===== src/hdl/fbpa_pkg.sv =====
`timescale 1ns / 1ps

package fbpa_pkg;

    localparam int MAX_BLOCKS = 256;
    localparam int IDX_W      = $clog2(MAX_BLOCKS);
    localparam int CNT_W      = $clog2(MAX_BLOCKS + 1);
    localparam int ADDR_W     = 32;
    localparam int SIZE_W     = 16;
    localparam int PROD_W     = IDX_W + SIZE_W;
    localparam int APB_DW     = 32;
    localparam int APB_AW     = 4;
    localparam int STATUS_W   = 2;

    localparam logic [ADDR_W-1:0] BASE_RESET  = '0;
    localparam logic [SIZE_W-1:0] SIZE_RESET  = SIZE_W'(4);
    localparam logic [CNT_W-1:0]  COUNT_RESET = CNT_W'(MAX_BLOCKS);

    typedef enum logic [1:0] {
        REG_BASE  = 2'd0,
        REG_SIZE  = 2'd1,
        REG_COUNT = 2'd2,
        REG_NONE  = 2'd3
    } t_reg_idx;

    typedef enum logic [STATUS_W-1:0] {
        STAT_OK     = 2'd0,
        STAT_NOFREE = 2'd1,
        STAT_FULL   = 2'd2
    } t_status;

    typedef enum logic {
        OP_ALLOC = 1'b0,
        OP_FREE  = 1'b1
    } t_op;

    typedef enum logic {
        S_IDLE   = 1'b0,
        S_FINISH = 1'b1
    } t_state;

    // Commands from the controller to the datapath.
    typedef struct packed {
        logic start;
        logic finish;
    } t_cmd;

    // Status from the datapath to the controller.
    typedef struct packed {
        logic out_busy;
    } t_stat;

    // Saturate the configured count at the pool capacity.
    function automatic logic [CNT_W-1:0] eff_count(input logic [CNT_W-1:0] cnt);
        logic [CNT_W-1:0] cap;
        cap = CNT_W'(MAX_BLOCKS);
        return (cnt > cap) ? cap : cnt;
    endfunction

endpackage


===== src/hdl/fbpa_req_if.sv =====
`timescale 1ns / 1ps

interface fbpa_req_if;
    import fbpa_pkg::*;

    logic              valid;
    logic              ready;
    logic              op;
    logic [IDX_W-1:0]  block_index;

    modport source (output valid, output op, output block_index, input ready);
    modport sink   (input valid, input op, input block_index, output ready);
endinterface


===== src/hdl/fbpa_rsp_if.sv =====
`timescale 1ns / 1ps

interface fbpa_rsp_if;
    import fbpa_pkg::*;

    logic                 valid;
    logic                 ready;
    logic [STATUS_W-1:0]  status;
    logic [IDX_W-1:0]     granted_index;
    logic [ADDR_W-1:0]    granted_address;
    logic [CNT_W-1:0]     blocks_free;

    modport source (output valid, output status, output granted_index,
                    output granted_address, output blocks_free, input ready);
    modport sink   (input valid, input status, input granted_index,
                    input granted_address, input blocks_free, output ready);
endinterface


===== src/hdl/fbpa_ctrl.sv =====
`timescale 1ns / 1ps

module fbpa_ctrl (
    input  logic            i_clk,
    input  logic            i_rst_n,
    input  logic            i_in_valid,
    output logic            o_in_ready,
    input  fbpa_pkg::t_stat i_stat,
    output fbpa_pkg::t_cmd  o_cmd
);
    import fbpa_pkg::*;

    t_state r_state;
    t_state n_state;

    always_ff @(posedge i_clk) begin
        if (!i_rst_n) begin
            r_state <= S_IDLE;
        end else begin
            r_state <= n_state;
        end
    end

    always_comb begin
        n_state      = r_state;
        o_in_ready   = 1'b0;
        o_cmd.start  = 1'b0;
        o_cmd.finish = 1'b0;
        unique case (r_state)
            S_IDLE: begin
                // No word is taken while reset is held.
                o_in_ready = i_rst_n;
                if (i_in_valid && i_rst_n) begin
                    o_cmd.start = 1'b1;
                    n_state     = S_FINISH;
                end
            end
            S_FINISH: begin
                // Commit only once the output register can take the word.
                if (!i_stat.out_busy) begin
                    o_cmd.finish = 1'b1;
                    n_state      = S_IDLE;
                end
            end
            default: n_state = S_IDLE;
        endcase
    end

endmodule


===== src/hdl/fbpa_dp.sv =====
`timescale 1ns / 1ps

module fbpa_dp (
    input  logic                            i_clk,
    input  logic                            i_rst_n,
    input  fbpa_pkg::t_cmd                  i_cmd,
    output fbpa_pkg::t_stat                 o_stat,
    input  logic                            i_op,
    input  logic [fbpa_pkg::IDX_W-1:0]      i_block_index,
    input  logic                            i_cfg_we,
    input  logic [fbpa_pkg::APB_AW-1:0]     i_cfg_addr,
    input  logic [fbpa_pkg::APB_DW-1:0]     i_cfg_wdata,
    output logic [fbpa_pkg::APB_DW-1:0]     o_cfg_rdata,
    output logic                            o_out_valid,
    input  logic                            i_out_ready,
    output logic [fbpa_pkg::STATUS_W-1:0]   o_status,
    output logic [fbpa_pkg::IDX_W-1:0]      o_granted_index,
    output logic [fbpa_pkg::ADDR_W-1:0]     o_granted_address,
    output logic [fbpa_pkg::CNT_W-1:0]      o_blocks_free
);
    import fbpa_pkg::*;

    // Configuration registers.
    logic [ADDR_W-1:0]     r_base;
    logic [SIZE_W-1:0]     r_size;
    logic [CNT_W-1:0]      r_count;

    // Free list state.
    logic [IDX_W-1:0]      r_head;
    logic [CNT_W-1:0]      r_free;
    logic [IDX_W-1:0]      r_link [MAX_BLOCKS];
    logic [MAX_BLOCKS-1:0] r_valid;

    // Item captured at acceptance.
    logic                  r_op;
    logic [IDX_W-1:0]      r_idx;
    logic [IDX_W-1:0]      r_rd_data;
    logic                  r_rd_vld;
    logic [PROD_W-1:0]     r_prod;

    // Output register.
    logic                  r_out_valid;
    logic [STATUS_W-1:0]   r_status;
    logic [IDX_W-1:0]      r_gidx;
    logic [ADDR_W-1:0]     r_gaddr;
    logic [CNT_W-1:0]      r_bfree;

    t_reg_idx              cfg_idx;
    logic                  cfg_hit;
    logic [CNT_W-1:0]      new_count;
    logic [CNT_W-1:0]      eff;
    logic [IDX_W-1:0]      link_next;
    logic                  can_alloc;
    logic                  can_free;
    logic                  link_we;

    assign cfg_idx   = t_reg_idx'(i_cfg_addr[3:2]);
    assign cfg_hit   = i_cfg_we && (cfg_idx != REG_NONE);
    assign new_count = (i_cfg_we && cfg_idx == REG_COUNT) ? i_cfg_wdata[CNT_W-1:0] : r_count;
    assign eff       = eff_count(r_count);

    // An entry never written since the last rebuild holds its index plus one.
    assign link_next = r_rd_vld ? r_rd_data : r_head + IDX_W'(1);
    assign can_alloc = (r_free != '0);
    assign can_free  = (r_free < eff);
    assign link_we   = i_cmd.finish && (r_op == OP_FREE) && can_free;

    assign o_stat.out_busy = r_out_valid && !i_out_ready;

    always_comb begin
        unique case (cfg_idx)
            REG_BASE:  o_cfg_rdata = APB_DW'(r_base);
            REG_SIZE:  o_cfg_rdata = APB_DW'(r_size);
            REG_COUNT: o_cfg_rdata = APB_DW'(r_count);
            default:   o_cfg_rdata = '0;
        endcase
    end

    always_ff @(posedge i_clk) begin
        if (!i_rst_n) begin
            r_base  <= BASE_RESET;
            r_size  <= SIZE_RESET;
            r_count <= COUNT_RESET;
            r_head  <= '0;
            r_free  <= eff_count(COUNT_RESET);
            r_valid <= '0;
        end else if (cfg_hit) begin
            unique case (cfg_idx)
                REG_BASE:  r_base  <= i_cfg_wdata[ADDR_W-1:0];
                REG_SIZE:  r_size  <= i_cfg_wdata[SIZE_W-1:0];
                REG_COUNT: r_count <= i_cfg_wdata[CNT_W-1:0];
                default:   r_base  <= r_base;
            endcase
            r_head  <= '0;
            r_free  <= eff_count(new_count);
            r_valid <= '0;
        end else if (i_cmd.finish) begin
            if (r_op == OP_ALLOC) begin
                if (can_alloc) begin
                    r_head <= link_next;
                    r_free <= r_free - CNT_W'(1);
                end
            end else if (can_free) begin
                r_head         <= r_idx;
                r_free         <= r_free + CNT_W'(1);
                r_valid[r_idx] <= 1'b1;
            end
        end
    end

    // Link memory: one write port, one registered read port.
    always_ff @(posedge i_clk) begin
        if (link_we) begin
            r_link[r_idx] <= r_head;
        end
        if (i_cmd.start) begin
            r_rd_data <= r_link[r_head];
        end
    end

    always_ff @(posedge i_clk) begin
        if (i_cmd.start) begin
            r_op     <= i_op;
            r_idx    <= i_block_index;
            r_rd_vld <= r_valid[r_head];
            r_prod   <= PROD_W'(r_head) * PROD_W'(r_size);
        end
    end

    always_ff @(posedge i_clk) begin
        if (!i_rst_n) begin
            r_out_valid <= 1'b0;
        end else if (i_cmd.finish) begin
            r_out_valid <= 1'b1;
        end else if (i_out_ready) begin
            r_out_valid <= 1'b0;
        end
    end

    always_ff @(posedge i_clk) begin
        if (i_cmd.finish) begin
            r_gidx  <= '0;
            r_gaddr <= '0;
            if (r_op == OP_ALLOC) begin
                if (can_alloc) begin
                    r_status <= STAT_OK;
                    r_gidx   <= r_head;
                    r_gaddr  <= r_base + ADDR_W'(r_prod);
                    r_bfree  <= r_free - CNT_W'(1);
                end else begin
                    r_status <= STAT_NOFREE;
                    r_bfree  <= r_free;
                end
            end else begin
                if (can_free) begin
                    r_status <= STAT_OK;
                    r_bfree  <= r_free + CNT_W'(1);
                end else begin
                    r_status <= STAT_FULL;
                    r_bfree  <= r_free;
                end
            end
        end
    end

    assign o_out_valid       = r_out_valid;
    assign o_status          = r_status;
    assign o_granted_index   = r_gidx;
    assign o_granted_address = r_gaddr;
    assign o_blocks_free     = r_bfree;

endmodule


===== src/hdl/fixed_block_pool_allocator.sv =====
`timescale 1ns / 1ps
// A result word is registered in the finish state that follows acceptance of its request,
// later only while the output register still holds an unaccepted word.
// A new request is not taken until the current one is finished, since the registered read of the
// link memory must complete before the list head can be updated.
// Reset (synchronous, active low) restores the register defaults and rebuilds
// the free chain at once by clearing the per-entry valid bits; no clearing pass.
module fixed_block_pool_allocator (
    input  logic                          i_clk,
    input  logic                          i_rst_n,
    fbpa_req_if.sink                      i_req,
    fbpa_rsp_if.source                    o_rsp,
    input  logic                          psel,
    input  logic                          penable,
    input  logic                          pwrite,
    input  logic [fbpa_pkg::APB_AW-1:0]   paddr,
    input  logic [fbpa_pkg::APB_DW-1:0]   pwdata,
    output logic [fbpa_pkg::APB_DW-1:0]   prdata,
    output logic                          pready
);
    import fbpa_pkg::*;

    t_cmd  cmd;
    t_stat stat;
    logic  in_ready;
    logic  cfg_we;

    assign pready      = 1'b1;
    assign cfg_we      = psel && penable && pwrite;
    assign i_req.ready = in_ready;

    fbpa_ctrl u_ctrl (
        .i_clk      (i_clk),
        .i_rst_n    (i_rst_n),
        .i_in_valid (i_req.valid),
        .o_in_ready (in_ready),
        .i_stat     (stat),
        .o_cmd      (cmd)
    );

    fbpa_dp u_dp (
        .i_clk             (i_clk),
        .i_rst_n           (i_rst_n),
        .i_cmd             (cmd),
        .o_stat            (stat),
        .i_op              (i_req.op),
        .i_block_index     (i_req.block_index),
        .i_cfg_we          (cfg_we),
        .i_cfg_addr        (paddr),
        .i_cfg_wdata       (pwdata),
        .o_cfg_rdata       (prdata),
        .o_out_valid       (o_rsp.valid),
        .i_out_ready       (o_rsp.ready),
        .o_status          (o_rsp.status),
        .o_granted_index   (o_rsp.granted_index),
        .o_granted_address (o_rsp.granted_address),
        .o_blocks_free     (o_rsp.blocks_free)
    );

endmodule

===== src/flat_wrapper.sv =====
// flat-port wrapper written by rule: the top's interface ports become plain ports
module fixed_block_pool_allocator_flat import fbpa_pkg::*;
  (i_clk, i_rst_n, psel, penable, pwrite, paddr, pwdata, prdata, pready, i_req_valid, i_req_op, i_req_block_index, i_req_ready, o_rsp_valid, o_rsp_status, o_rsp_granted_index, o_rsp_granted_address, o_rsp_blocks_free, o_rsp_ready);
  fbpa_req_if i_req_i ();
  fbpa_rsp_if o_rsp_i ();
  input  logic i_clk;
  input  logic i_rst_n;
  input  logic psel;
  input  logic penable;
  input  logic pwrite;
  input  logic [fbpa_pkg::APB_AW-1:0] paddr;
  input  logic [fbpa_pkg::APB_DW-1:0] pwdata;
  output logic [fbpa_pkg::APB_DW-1:0] prdata;
  output logic pready;
  input wire logic [$bits(i_req_i.valid)-1:0] i_req_valid;
  input wire logic [$bits(i_req_i.op)-1:0] i_req_op;
  input wire logic [$bits(i_req_i.block_index)-1:0] i_req_block_index;
  output wire logic [$bits(i_req_i.ready)-1:0] i_req_ready;
  output wire logic [$bits(o_rsp_i.valid)-1:0] o_rsp_valid;
  output wire logic [$bits(o_rsp_i.status)-1:0] o_rsp_status;
  output wire logic [$bits(o_rsp_i.granted_index)-1:0] o_rsp_granted_index;
  output wire logic [$bits(o_rsp_i.granted_address)-1:0] o_rsp_granted_address;
  output wire logic [$bits(o_rsp_i.blocks_free)-1:0] o_rsp_blocks_free;
  input wire logic [$bits(o_rsp_i.ready)-1:0] o_rsp_ready;
  assign i_req_i.valid = i_req_valid;
  assign i_req_i.op = i_req_op;
  assign i_req_i.block_index = i_req_block_index;
  assign i_req_ready = i_req_i.ready;
  assign o_rsp_valid = o_rsp_i.valid;
  assign o_rsp_status = o_rsp_i.status;
  assign o_rsp_granted_index = o_rsp_i.granted_index;
  assign o_rsp_granted_address = o_rsp_i.granted_address;
  assign o_rsp_blocks_free = o_rsp_i.blocks_free;
  assign o_rsp_i.ready = o_rsp_ready;
  fixed_block_pool_allocator u_core (.i_clk(i_clk), .i_rst_n(i_rst_n), .i_req(i_req_i), .o_rsp(o_rsp_i), .psel(psel), .penable(penable), .pwrite(pwrite), .paddr(paddr), .pwdata(pwdata), .prdata(prdata), .pready(pready));
endmodule

===== config.mk =====
export PLATFORM = sky130hd
export DESIGN_NAME = fixed_block_pool_allocator_flat
export DESIGN_NICKNAME = d
export VERILOG_FILES = /design/src/hdl/fbpa_pkg.sv /design/src/hdl/fbpa_req_if.sv /design/src/hdl/fbpa_rsp_if.sv /design/src/hdl/fbpa_ctrl.sv /design/src/hdl/fbpa_dp.sv /design/src/hdl/fixed_block_pool_allocator.sv /design/src/flat_wrapper.sv
export SDC_FILE = /design/constraint.sdc
export NUM_CORES = 2
export LEC_CHECK = 0
export ABC_AREA = 1
export BUFFER_PORTS_ARGS = -buffer_cell sky130_fd_sc_hd__clkbuf_2
export CORE_MARGIN = 3
export CORE_UTILIZATION = 41
export DETAILED_ROUTE_END_ITERATION = 16
export MAX_ROUTING_LAYER = met4
export PLACE_DENSITY = 0.6
export SETUP_SLACK_MARGIN = 0.5
export SYNTH_ARGS = -nofsm -noshare
export SYNTH_HDL_FRONTEND = slang
export SYNTH_SLANG_ARGS = --single-unit

===== constraint.sdc =====
create_clock -name i_clk -period 27.3 [get_ports i_clk]
set_clock_uncertainty 0.05 [all_clocks]
set_input_delay 1.365 -clock i_clk [delete_from_list [all_inputs] [get_ports i_clk]]
set_output_delay 1.365 -clock i_clk [all_outputs]
set_load 0.005 [all_outputs]

Word level (Yosys, flattened, before mapping):

Memories as Yosys holds them, arrays and structs flattened. A register that Yosys moved wholly into a read port is not among the register bits.
Index checks and enable logic that the tools add are counted.

* memories kept: 1
* word-level logic and storage cells: 89
* bits in latches: 0
* register bits: 417
* memory bits (writable): 2048
* output and inout port bits: 86
* input bits: 52
* bits in read-only memories: 0

Memory list
* u_core.u_dp.r_link: words 256, bits a word 8, rd ports 1, clocked after memory_dff 1, wr ports 1, line fbpa_dp.sv:31 `logic [IDX_W-1:0] r_link [MAX_BLOCKS];`

* equal/unequal tests: 4
* reductions and logical operators: 22
* bitwise gates (word level): 4
* shifts and indexed selects: 0
* multiply operators: 1
* add/sub/neg operators: 4
* order comparisons: 6
* div/mod/pow operators: 0
* multiplexer cells: 31

Operator list (number)
* OR 256 bit: 1
* one-hot mux 32 bit (3 select lines): 1
* two-way mux 9 bit: 8
* adder 32 x 24 -> 32 bit: 1
* two-way mux 8 bit: 4
* multiplier 8 x 16 -> 24 bit: 1
* greater-than comparator 9 bit, second input constant: 2
* < comparator 8 x 9 -> 1 bit, second input constant: 2
* two-way mux 1 bit: 13
* adder 9 x 1 -> 9 bit, second input constant: 1
* logical AND 1 bit: 9
* < comparator 9 bit: 1
* nonzero test 9 bit: 1
* subtractor 9 x 1 -> 9 bit, second input constant: 1
* adder 8 x 1 -> 8 bit, second input constant: 1
* binary-select mux 1 bit (select 8 bit): 1
* demux 1 bit (select 8 bit): 1
* >= comparator 8 x 1 -> 1 bit, second input constant: 1
* AND reduction 2 bit: 3
* AND reduction 3 bit: 2
* nonzero test 2 bit: 3
* two-way mux 2 bit: 2
* OR reduction 2 bit: 2
* inverter 1 bit: 3
* 7 further kinds: 7

Longest topological paths before layout:

* depth after elaboration: 8
* depth in mapped cells: 25
* depth with buffers taken out: 21

Modules after synthesis:

A second synthesis with hierarchy kept.

* cell total of the unflattened synthesis: 11276
* area total of the unflattened synthesis: 110098.1 µm²

By module, submodules not included
* fbpa_dp: cells each 11262, area each 110015.5 µm², sequential area each 70918.0 µm², instances 1
* fbpa_ctrl: cells each 9, area each 57.6 µm², sequential area each 20.0 µm², instances 1
* fixed_block_pool_allocator: cells each 5, area each 25.0 µm², sequential area each 0.0 µm², instances 1

Least setup slack after synthesis:

Ideal clock, no wire load.

* path type: register -> register
* start point: register u_core.u_dp.r_head[2]
* end point: register u_core.u_dp.r_prod[20], data pin
* required time: 26998 ps
* arrival: 8384 ps
* library setup time: 252 ps
* buffers on the path: 4
* clock period less this slack: 8687 ps
* stages on the path, launching flop included: 23
* slack: 18613 ps
* cells stage by stage: dfxtp_1 -> buf_2 -> clkbuf_1 -> clkbuf_1 -> clkbuf_1 -> nand2_1 -> fa_1 -> fa_1 -> inv_1 -> fa_1 -> inv_1 -> fa_1 -> inv_1 -> ha_1 -> nand2_1 -> o21ai_0 -> nor2_1 -> o21ai_0 -> nand3_1 -> nand2_1 -> nand2_1 -> nand3_1 -> nand2_1

* word-level cells in the longest chain between the ends: 1

RTL lines
* start: declaration: line fbpa_dp.sv:29 `logic [IDX_W-1:0] r_head;`
* start signal: assignment: line fbpa_dp.sv:100 `r_head <= link_next;`
* start signal: assignment: line fbpa_dp.sv:104 `r_head <= r_idx;`
* multiplier 8 x 16 -> 24 bit: line fbpa_dp.sv:126 `r_prod <= PROD_W'(r_head) * PROD_W'(r_size);`
* end signal: assignment: line fbpa_dp.sv:126
* end: declaration: line fbpa_dp.sv:39 `logic [PROD_W-1:0] r_prod;`

Every way passes these cells.
A chain may end at the register's enable or synchronous reset.

Worst setup path after layout:

* start point: register u_core.u_dp.r_head[5]
* end point: register u_core.u_dp.r_prod[21], data pin

The elaborated chain is that of the path after synthesis.

==> impl_metrics.csv <==
group,metric,value,unit
logic_synthesis,yosysTopAreaCell,"edfxtp_1",
logic_synthesis,synth_xor_xnor_area_share,0.00247,
clocking,path_clk_slew,0.06,ns
cells_and_area,fill_cells,24668,
grt,grt_pass1_vias,74276,
place,place_congestion,0.899,
route,post_drt_via_cell_ratio,5.17,
grt,grt_max_degree,220,
cells_and_area,fin_area,122000,µm²
timing,finalHoldViolations,0,
logic_synthesis,syn-cell-area,110000,µm²
logic_synthesis,synth-simple-area-share,0.201,
logic_synthesis,ys_types,49,
clocking,cts.path.max_buffers,4,
logic_synthesis,synth_compound_area_frac,0.0545,
timing,worstMarginPinSlew,1.30,ns
timing,finalSetupViolCount,0,
floorplan,io_pins,138,
cells_and_area,seq_area,71000,µm²
worst_setup_path,crit_fanout,80,
clocking,cts.sinks,2473,
cells_and_area,synthToLayoutAreaGrowth,10.7,%
logic_synthesis,postSynthCellCount,11285,
route,drt_iter0_drc,7927,
flow_run,maxCapViolCount,0,
route,drt_first_pass_iters,6,
logic_synthesis,synth_most_common_cell,"nand2_1",
place,io_buffers,134,
clocking,cts-htree-levels,5,
worst_setup_path,worstSetupPathType,"flip-flop to flip-flop",
clocking,clk_latency,0.85,ns
logic_synthesis,ys_seq_area_frac,0.644,
floorplan,start_util,0.414,
worst_setup_path,setup.worst_path.start_class,"flip-flop",
clocking,cts_buffers,270,
grt,grt_first_pass_wirelength,453000,µm
worst_setup_path,cp_top_family,"adder cells",
cells_and_area,final_layout_size_suffix_gt1_frac,0.0600,
grt,grt_usage,0.221,
logic_synthesis,syn_nets,11501,
logic_synthesis,synth_top_family_by_area,"simple AND/OR/NAND/NOR gates",
floorplan,row_count,189,
timing,tns,0,ns
logic_synthesis,ys.flop_type,"edfxtp_1",
clocking,cts.repair.resized,0,
floorplan,die_area,275000,µm²
clocking,cts_tree,"done",
floorplan,chipHeight,524,µm
route,drt_wl_total,301000,µm
worst_setup_path,critPathBufInv,4,
route,antenna_left,0,
logic_synthesis,async_reset_ff_frac,0,
cells_and_area,fin_nets,11389,
hold_path,min_path_type,"flip-flop to flip-flop",
route,vias,77089,
route,drc,0,
logic_synthesis,synthAdderAreaFrac,0.0244,
worst_setup_path,cp_common_cell,"fa_1",
timing,max_freq,0.180,GHz
logic_synthesis,yosysWarnings,0,
timing,rsz0062_at_grt,"no",
floorplan,core,266000,µm²
floorplan,die_w,524,µm
grt,overflow,0,
worst_setup_path,required,27.79,ns
timing,min_period,5.55,ns
timing,finalMaxSlewViolations,0,
power,leakagePower,50.4,nW
logic_synthesis,synth-seq-cells,2473,
cells_and_area,multi_input_area,31300,µm²
clocking,root_buffer,"clkbuf_16",
power,peakVddDrop,50.2,µV
worst_setup_path,cp.arrival,6.04,ns
grt,antenna_found_initial,6,
logic_synthesis,syn_avg_cell_area,9.76,µm²
logic_synthesis,synthTopCellsByCount,"3,031 x nand2_1, 2,141 x edfxtp_1, 1,415 x inv_1",
logic_synthesis,synth_top_area_share,0.584,
logic_synthesis,synthMuxAreaShare,0.0000909,
status,run_status,"finished, final reports clean",
route,routedWlPerCell,20.2,µm
timing,relSlewSlack,0.130,
logic_synthesis,synth_area_leaders,"edfxtp_1 58%, nand2_1 10%, dfxtp_1 6.0%, nand3_1 5.0%, inv_1 4.8%",
timing,period_share,0.203,
clocking,hold_buffers,0,
logic_synthesis,synth_edf_count,2141,
worst_setup_path,cp_cell_sequence,"buf_4, nand2_1, inv_1, fa_1, fa_1, fa_1, inv_1, fa_1, inv_1, ha_1, a21oi_1, o21ai_0, a211oi_1, nand3_1, xor2_1",
worst_setup_path,cp_slowest_stage_delay,0.88,ns
worst_setup_path,cpMaxStageDelayCell,"buf_4",
place,dpl-instance-area,114000,µm²
power,p_per_area,70.5,nW/µm²
place,dp_hpwl,174000,µm
clocking,post-cts-setup-buffers,0,
worst_setup_path,worst_setup_path_end_kind,"flip-flop",
metal layers:
metal  GRT usage  up-vias  share of wire
met1       0.290    37178           0.42
li1            -    36630              -
met5           -        -              0
met2       0.351     2708           0.47
met3      0.0291      573          0.067
met4      0.0830        0          0.040
sequential cells by signal (all words and copies together), names as in the netlist, 9 cells and up:
name and count:
u_core.u_dp.r_count 9, u_core.u_dp.r_prod 24, u_core.u_dp.r_valid 256, u_core.u_dp.r_size 16, u_core.u_dp.r_base 32, u_core.u_dp.r_free 9, u_core.u_dp.r_link 2048, u_core.u_dp.o_blocks_free 9
u_core.u_dp.o_granted_address 32
cell families (layout without fill, tap and decap cells):
logic type,count (synthesis),after routing
adder cells (fa/ha/maj),164,164
multiplexers,1,1
flip-flops,2473,2473
XOR/XNOR,31,31
buffers and inverters,2040,2137
AND/OR/NAND/NOR,5440,5440
other,1,3
AO/OA/AOI/OAI,1135,1135
stage by stage:
stage	power [mW]	utilization	instances	setup WS, ns	hold WS, ns
after CTS	8.65	0.458	14915	21.72	0.405
after floorplan	4.87	-	11285	18.61	0.381
final	8.59	0.458	14917	21.75	0.406
after global routing	8.89	0.458	14916	21.34	0.417
after global placement	5.17	0.427	14434	21.81	0.392
after detailed placement	5.19	0.427	14434	21.76	0.396
cells in the final DEF (no fill, tap or decap), types with 10 or more instances in the layout:
master / instances
nor3_4: 11
o21ai_0: 574
nand4_1: 10
clkbuf_16: 278
nor3_1: 12
ha_1: 79
nand3_1: 1104
clkinv_1: 45
o211ai_1: 72
nor2_1: 1192
dfxtp_1: 324
inv_6: 12
or2_2: 25
xnor2_1: 10
nand2_1: 3030
inv_1: 1412
nand2_2: 11
fa_1: 85
xor2_1: 21
buf_4: 76
clkinv_2: 30
buf_12: 17
edfxtp_1: 2141
clkbuf_2: 134
nor2_4: 17
clkbuf_1: 86
a21oi_1: 436
clkbuf_8: 18
area by class of cell:
| cell class | count | share of cell area |
|---|---|---|
| flip-flops and latches | 2473 | 0.582 |
| multi-input cells | 6772 | 0.257 |
| clock buffers | 382 | 0.0617 |
| inverters | 1429 | 0.0443 |
| well taps | 3533 | 0.0363 |
| repair buffers | 227 | 0.0130 |
| clock inverters | 99 | 0.00615 |
| diodes | 2 | 0.0000410 |
worst register-to-register path, delay by kind of cell (launching register included):
family,cells,cell delay [ns]
and+or+nand+nor,2,0.24
adders and majority gates,5,2.15
DFF,1,0.83
xor gates and xnor gates,1,0.18
buffers and inverters,4,1.09
AOI/OAI and AO/OA,3,0.71
path summary, 6_finish.rpt:
kind,start,endpoint,slack [ns],depth (start not counted)
worst max-delay path,u_core.u_dp.r_head[5]$_SDFFE_PP0P_,u_core.u_dp.r_prod[21]$_DFFE_PP_,21.75,15
worst min-delay path,u_core.u_dp.r_valid[206]$_SDFFE_PP0P_,u_core.u_dp.r_valid[206]$_SDFFE_PP0P_,0.41,2
worst max register to register,u_core.u_dp.r_head[5]$_SDFFE_PP0P_,u_core.u_dp.r_prod[21]$_DFFE_PP_,21.75,15
worst min register to register,u_core.u_dp.r_valid[206]$_SDFFE_PP0P_,u_core.u_dp.r_valid[206]$_SDFFE_PP0P_,0.41,2
power breakdown:
part	switching, mW	leakage (nW)	total (mW)	internal (mW)
registers	0.0356	22.9	4.21	4.17
logic	0.688	23.5	0.905	0.218
clock network	1.47	4.04	3.48	2.01
total	2.19	50.4	8.59	6.40
(Power assumes the default switching activity.)
